$ cat config.mk
export PLATFORM = sky130hd
export DESIGN_NAME = adam_divsqrt
export DESIGN_NICKNAME = d
export VERILOG_FILES = /design/src/rtl/adam_pkg.sv /design/src/rtl/adam_divsqrt.sv
export SDC_FILE = /design/constraint.sdc
export NUM_CORES = 1
export LEC_CHECK = 0
export ABC_AREA = 1
export BUFFER_PORTS_ARGS = -buffer_cell sky130_fd_sc_hd__buf_4
export CORE_MARGIN = 2
export CORE_UTILIZATION = 60
export CTS_BUF_LIST = sky130_fd_sc_hd__clkbuf_4 sky130_fd_sc_hd__clkbuf_8 sky130_fd_sc_hd__clkbuf_16
export CTS_CLUSTER_SIZE = 14
export DETAILED_ROUTE_END_ITERATION = 10
export GPL_TIMING_DRIVEN = 0
export PLACE_DENSITY = 0.91
export RECOVER_POWER = 25
export SYNTH_ARGS = -nofsm -noshare
export SYNTH_HDL_FRONTEND = slang
export SYNTH_SLANG_ARGS = --single-unit
$ cat constraint.sdc
create_clock -name clk -period 3.7 [get_ports clk]
set_input_delay 0.555 -clock clk [delete_from_list [all_inputs] [get_ports clk]]
set_output_delay 0.555 -clock clk [all_outputs]
set_load 0.005 [all_outputs]
$ cat src/rtl/adam_pkg.sv
// ============================================================================
// adam_pkg
// Shared widths, reset values, register indexes and types of the Adam
// update engine.
// ============================================================================
package adam_pkg;

  localparam int DEF_NUM_ELEMENTS = 1024;
  localparam int IDX_W            = 10;
  localparam int GRAD_W           = 32;
  localparam int CFG_IDX_W        = 2;
  localparam int CFG_DATA_W       = 32;
  localparam int STAB_W           = 16;
  localparam int VM_W             = 48;
  localparam int QUEUE_DEPTH      = 4;
  localparam int QPTR_W           = 2;
  localparam int DIV_NUM_W        = 80;
  localparam int DIV_DEN_W        = 42;

  localparam logic [CFG_IDX_W-1:0] REG_LEARN_RATE   = 2'd0;
  localparam logic [CFG_IDX_W-1:0] REG_DECAY_FIRST  = 2'd1;
  localparam logic [CFG_IDX_W-1:0] REG_DECAY_SECOND = 2'd2;
  localparam logic [CFG_IDX_W-1:0] REG_STABILIZER   = 2'd3;

  localparam logic [31:0]       RST_LEARN_RATE   = 32'd42950;
  localparam logic [31:0]       RST_DECAY_FIRST  = 32'd3865470566;
  localparam logic [31:0]       RST_DECAY_SECOND = 32'd4290672329;
  localparam logic [STAB_W-1:0] RST_STABILIZER   = 16'd1;

  typedef struct packed {
    logic [IDX_W-1:0]  idx;
    logic [GRAD_W-1:0] grad;
    logic              tend;
    logic              in_range;
  } item_t;

  typedef struct packed {
    logic [31:0]       learn_rate;
    logic [31:0]       decay_first;
    logic [31:0]       decay_second;
    logic [STAB_W-1:0] stabilizer;
  } cfg_t;

  typedef struct packed {
    logic                 start;
    logic                 is_sqrt;
    logic [DIV_NUM_W-1:0] num;
    logic [DIV_DEN_W-1:0] den;
  } div_req_t;

  typedef struct packed {
    logic                 done;
    logic [DIV_NUM_W-1:0] quo;
  } div_rsp_t;

endpackage

$ cat src/rtl/adam_divsqrt.sv
// ============================================================================
// adam_divsqrt
// Shared iterative unit: restoring division one quotient bit per cycle,
// or integer square root one result bit per cycle.
// ============================================================================
module adam_divsqrt (
  input  logic               clk,
  input  logic               rst_n,
  input  adam_pkg::div_req_t req,
  output adam_pkg::div_rsp_t rsp
);
  import adam_pkg::*;

  logic                 busy_r;
  logic                 done_r;
  logic                 sqrt_r;
  logic [6:0]           cnt_r;
  logic [DIV_DEN_W-1:0] rem_r;
  logic [DIV_NUM_W-1:0] q_r;
  logic [DIV_DEN_W-1:0] den_r;
  logic [31:0]          root_r;
  logic [DIV_DEN_W:0]   d_sh;
  logic [35:0]          s_sh;
  logic [35:0]          s_trial;

  assign d_sh    = {rem_r, q_r[DIV_NUM_W-1]};
  assign s_sh    = {rem_r[33:0], q_r[DIV_NUM_W-1 -: 2]};
  assign s_trial = {2'b00, root_r, 2'b01};

  assign rsp.done = done_r;
  assign rsp.quo  = sqrt_r ? DIV_NUM_W'(root_r) : q_r;

  always_ff @(posedge clk) begin
    if (!rst_n) begin
      busy_r <= 1'b0;
      done_r <= 1'b0;
      sqrt_r <= 1'b0;
      cnt_r  <= '0;
      rem_r  <= '0;
      q_r    <= '0;
      den_r  <= '0;
      root_r <= '0;
    end else begin
      done_r <= 1'b0;
      if (req.start) begin
        busy_r <= 1'b1;
        sqrt_r <= req.is_sqrt;
        cnt_r  <= req.is_sqrt ? 7'd31 : 7'(DIV_NUM_W - 1);
        rem_r  <= '0;
        q_r    <= req.num;
        den_r  <= req.den;
        root_r <= '0;
      end else if (busy_r) begin
        if (sqrt_r) begin
          q_r <= {q_r[DIV_NUM_W-3:0], 2'b00};
          if (s_sh >= s_trial) begin
            rem_r  <= DIV_DEN_W'(s_sh - s_trial);
            root_r <= {root_r[30:0], 1'b1};
          end else begin
            rem_r  <= DIV_DEN_W'(s_sh);
            root_r <= {root_r[30:0], 1'b0};
          end
        end else begin
          if (d_sh >= {1'b0, den_r}) begin
            rem_r <= DIV_DEN_W'(d_sh - {1'b0, den_r});
            q_r   <= {q_r[DIV_NUM_W-2:0], 1'b1};
          end else begin
            rem_r <= d_sh[DIV_DEN_W-1:0];
            q_r   <= {q_r[DIV_NUM_W-2:0], 1'b0};
          end
        end
        cnt_r <= cnt_r - 1'b1;
        if (cnt_r == '0) begin
          busy_r <= 1'b0;
          done_r <= 1'b1;
        end
      end
    end
  end

endmodule

==> run_results.csv <==
group,metric,value,unit
final_layout,nets,3036,
status,violations,"capacitance limit, slew limit",
clocking,clk_pin_slew,60,ps
final_layout,syn_to_final_growth,17.8,%
final_layout,drive_above_1_share,0.107,
global_routing,antenna_found_initial,1,
sta,slew_viol_final,11,
global_routing,overflow,0,
die,rows,59,
min_path,min_path_cells,3,
synthesis,avgSynthCellArea,6.05,µm²
drt,drt-initial-drc-count,2142,
power,ir_drop,0.472,mV
clocking,htree_levels,1,
drt,dr_total_vias,19000,
clocking,cts-root-buf,"clkbuf_16",
synthesis,yosysTopAreaCell,"dfxtp_1",
critical_path,crit_path_start_kind,"flop",
synthesis,yosysWarnings,0,
clocking,ctsResizeCount,0,
place,portBuffers,205,
die,initial_core_util,0.607,
die,core,0.0259,mm²
min_path,hold_end,"den_r[0]",
critical_path,end_kind,"primary output",
critical_path,worst-path-max-fanout,10,
sta,period_needed,3420,ps
power,p_leak,8.83,nW
global_routing,grt.total_usage,0.416,
place,gp_congestion,1.05,
place,hpwl,47.2,mm
critical_path,ff2ff_path_depth,18,
critical_path,r2r_end,"rem_r[38]",
min_path,hold_start,"req[0]",
place,dp_slack,549,ps
drt,route.detailed.wl_per_inst,18.8,µm
sta,fin_worst_skew,9.28,ps
global_routing,grt_pass1_wl,92.4,mm
final_layout,fillers,2291,
synthesis,ys_seq_area_frac,0.262,
die,die_w,166,µm
sta,tightest_slew,1680,ps
die,io_pins,207,
job,max_cap_violations,1,
sta,setup_viol,0,
drt,drt_pass1_iterations,6,
sta,setup_ws,283,ps
clocking,postCtsSetupRepairBufs,0,
status,outcome,"complete, but fails checks",
synthesis,synth_area_leaders,"dfxtp_1 26%, nand2_1 16%, a21oi_1 8.2%",
synthesis,netlist_instances,2600,
sta,tns,0,ps
clocking,clock_path_buffers,3,
critical_path,rrSetupSlack,540,ps
global_routing,grt_max_degree,13,
sta,fmax,293,MHz
drt,vias_per_cell,5.96,
critical_path,r2r-start,"q_r[79]",
synthesis,ys_types,45,
critical_path,cp.required,3140,ps
sta,relSlewSlack,-0.124,
synthesis,synth.cell_area,0.0157,mm²
min_path,hold_class,"primary input to flop",
sta,grt_setup_unrepaired,"false",
drt,wl,59.7,mm
die,die_area,0.0275,mm²
clocking,cts_hold_buf,0,
critical_path,path_class,"flop to primary output",
synthesis,synth_seq_cells,206,
die,die_y,166,µm
clocking,numCtsBuffers,24,
synthesis,synthesis.nets,2805,
sta,hold_viol_final,0,
synthesis,yosys.area.top_type_share,0.262,
sta,fin_crit_sh,0.924,
clocking,cts_tree,"yes",
drt,ant_nets,0,
power,power_density,441,mW/mm²
clocking,clock_sinks,206,
global_routing,grt_pass1_vias,17700,
critical_path,crit_arrival,2860,ps
drt,drc,0,
clocking,clock_latency,530,ps
per-layer routing:
layer,vias to the layer above,global-route usage,part of all wire
li1,9025,-,-
met1,8577,0.548,0.40
met2,1175,0.659,0.43
met3,202,0.0891,0.11
met4,0,0.185,0.049
met5,-,0,0
state kept, by name, indices dropped and copies added (netlist names):
signal and flops:
q_r 80, busy_r 1, den_r 42, done_r 1, sqrt_r 1, root_r 32, cnt_r 7, rem_r 42
report_power, final:
group | internal, mW | switching [mW] | total (mW)
clock network | 1.59 | 0.995 | 2.59
registers | 2.36 | 0.139 | 2.50
logic | 1.06 | 2.03 | 3.09
cells in the mapped netlist (all sizes together):
cell type  number
nand2         667
inv           342
a21oi         264
o21ai         248
nor2          227
dfxtp         206
nand3         195
clkbuf        101
a31oi          87
ha             78
o211ai         37
xnor2          35
buf            25
nor3           19
o21bai         18
nand4          14
nand3b          7
o21a            5
nor4            4
xor2            4
a21boi          3
and2            3
or2             3
a21o            2
clkinv          2
a221oi          1
and3            1
fa              1
o31ai           1
cells in the final DEF (no fill, tap or decap), types with 4 or more instances in the layout:
master / instances
nand2_1: 659
inv_1: 339
a21oi_1: 259
o21ai_0: 243
nor2_1: 216
buf_4: 211
dfxtp_1: 206
nand3_1: 186
clkbuf_1: 105
a31oi_1: 87
ha_1: 78
xnor2_1: 35
o211ai_1: 35
clkbuf_16: 25
o21bai_1: 18
nor3_1: 16
nand4_1: 14
nor2_2: 11
nand3_2: 9
nand3b_1: 7
buf_2: 5
a21oi_2: 5
o21a_1: 5
nand2_2: 5
buf_1: 4
o21ai_1: 4
nor4_1: 4
xor2_1: 4
clkbuf_4: 4
bufinv_16: 4
stage by stage:
stage          power (mW)  utilization  hold WS [ps]  instance area, µm²  std cells
4_1_cts              8.06        0.715           248               18500       3181
3_3_place_gp         5.44        0.682           451               17700       3140
5_1_grt              8.54        0.715           263               18500       3181
6_report             8.18        0.715           263               18500       3182
3_5_place_dp         5.50        0.682           456               17700       3140
2_1_floorplan        4.52            -           433               15700       2600
cells by family (layout without fill, tap and decap cells):
kind of cell    after synthesis  count (layout)  synth area share
buf+inv                     470             716             0.118
simple gates               1140            1140             0.303
fa+ha+maj                    79              79            0.0633
compound gates              666             666             0.232
xor+xnor                     39              39            0.0217
flops                       206             206             0.262
other cells                   0               1                 0
worst max-delay path, stage by stage, from the launching register on:
cell and delay, ps:
dfxtp_1 410, inv_1 320, clkbuf_1 560, clkbuf_1 610
o21ai_0 240, buf_4 190
worst max path at each step:
stage                       start   endpoint  cells after the start
final                      sqrt_r    rsp[29]                      5
after global routing       sqrt_r     rsp[2]                      6
after CTS                  sqrt_r    rsp[78]                      4
after detailed placement    rst_n   cnt_r[5]                      6
after global placement      rst_n  rem_r[30]                      6
after floorplan           q_r[79]  rem_r[38]                     18
cell type report:
| type | count | area, µm² | area share |
|---|---|---|---|
| timing repair buffer | 205 | 1530 | 0.0827 |
| tap | 335 | 419 | 0.0226 |
| sequential | 206 | 4120 | 0.223 |
| antenna | 1 | 2.50 | 0.000135 |
| clock inverter | 9 | 151 | 0.00817 |
| inverter | 344 | 1290 | 0.0697 |
| buffer | 126 | 571 | 0.0308 |
| clock buffer | 32 | 697 | 0.0376 |
| multi-input combinational | 1924 | 9740 | 0.526 |
(Power assumes the default switching activity.)
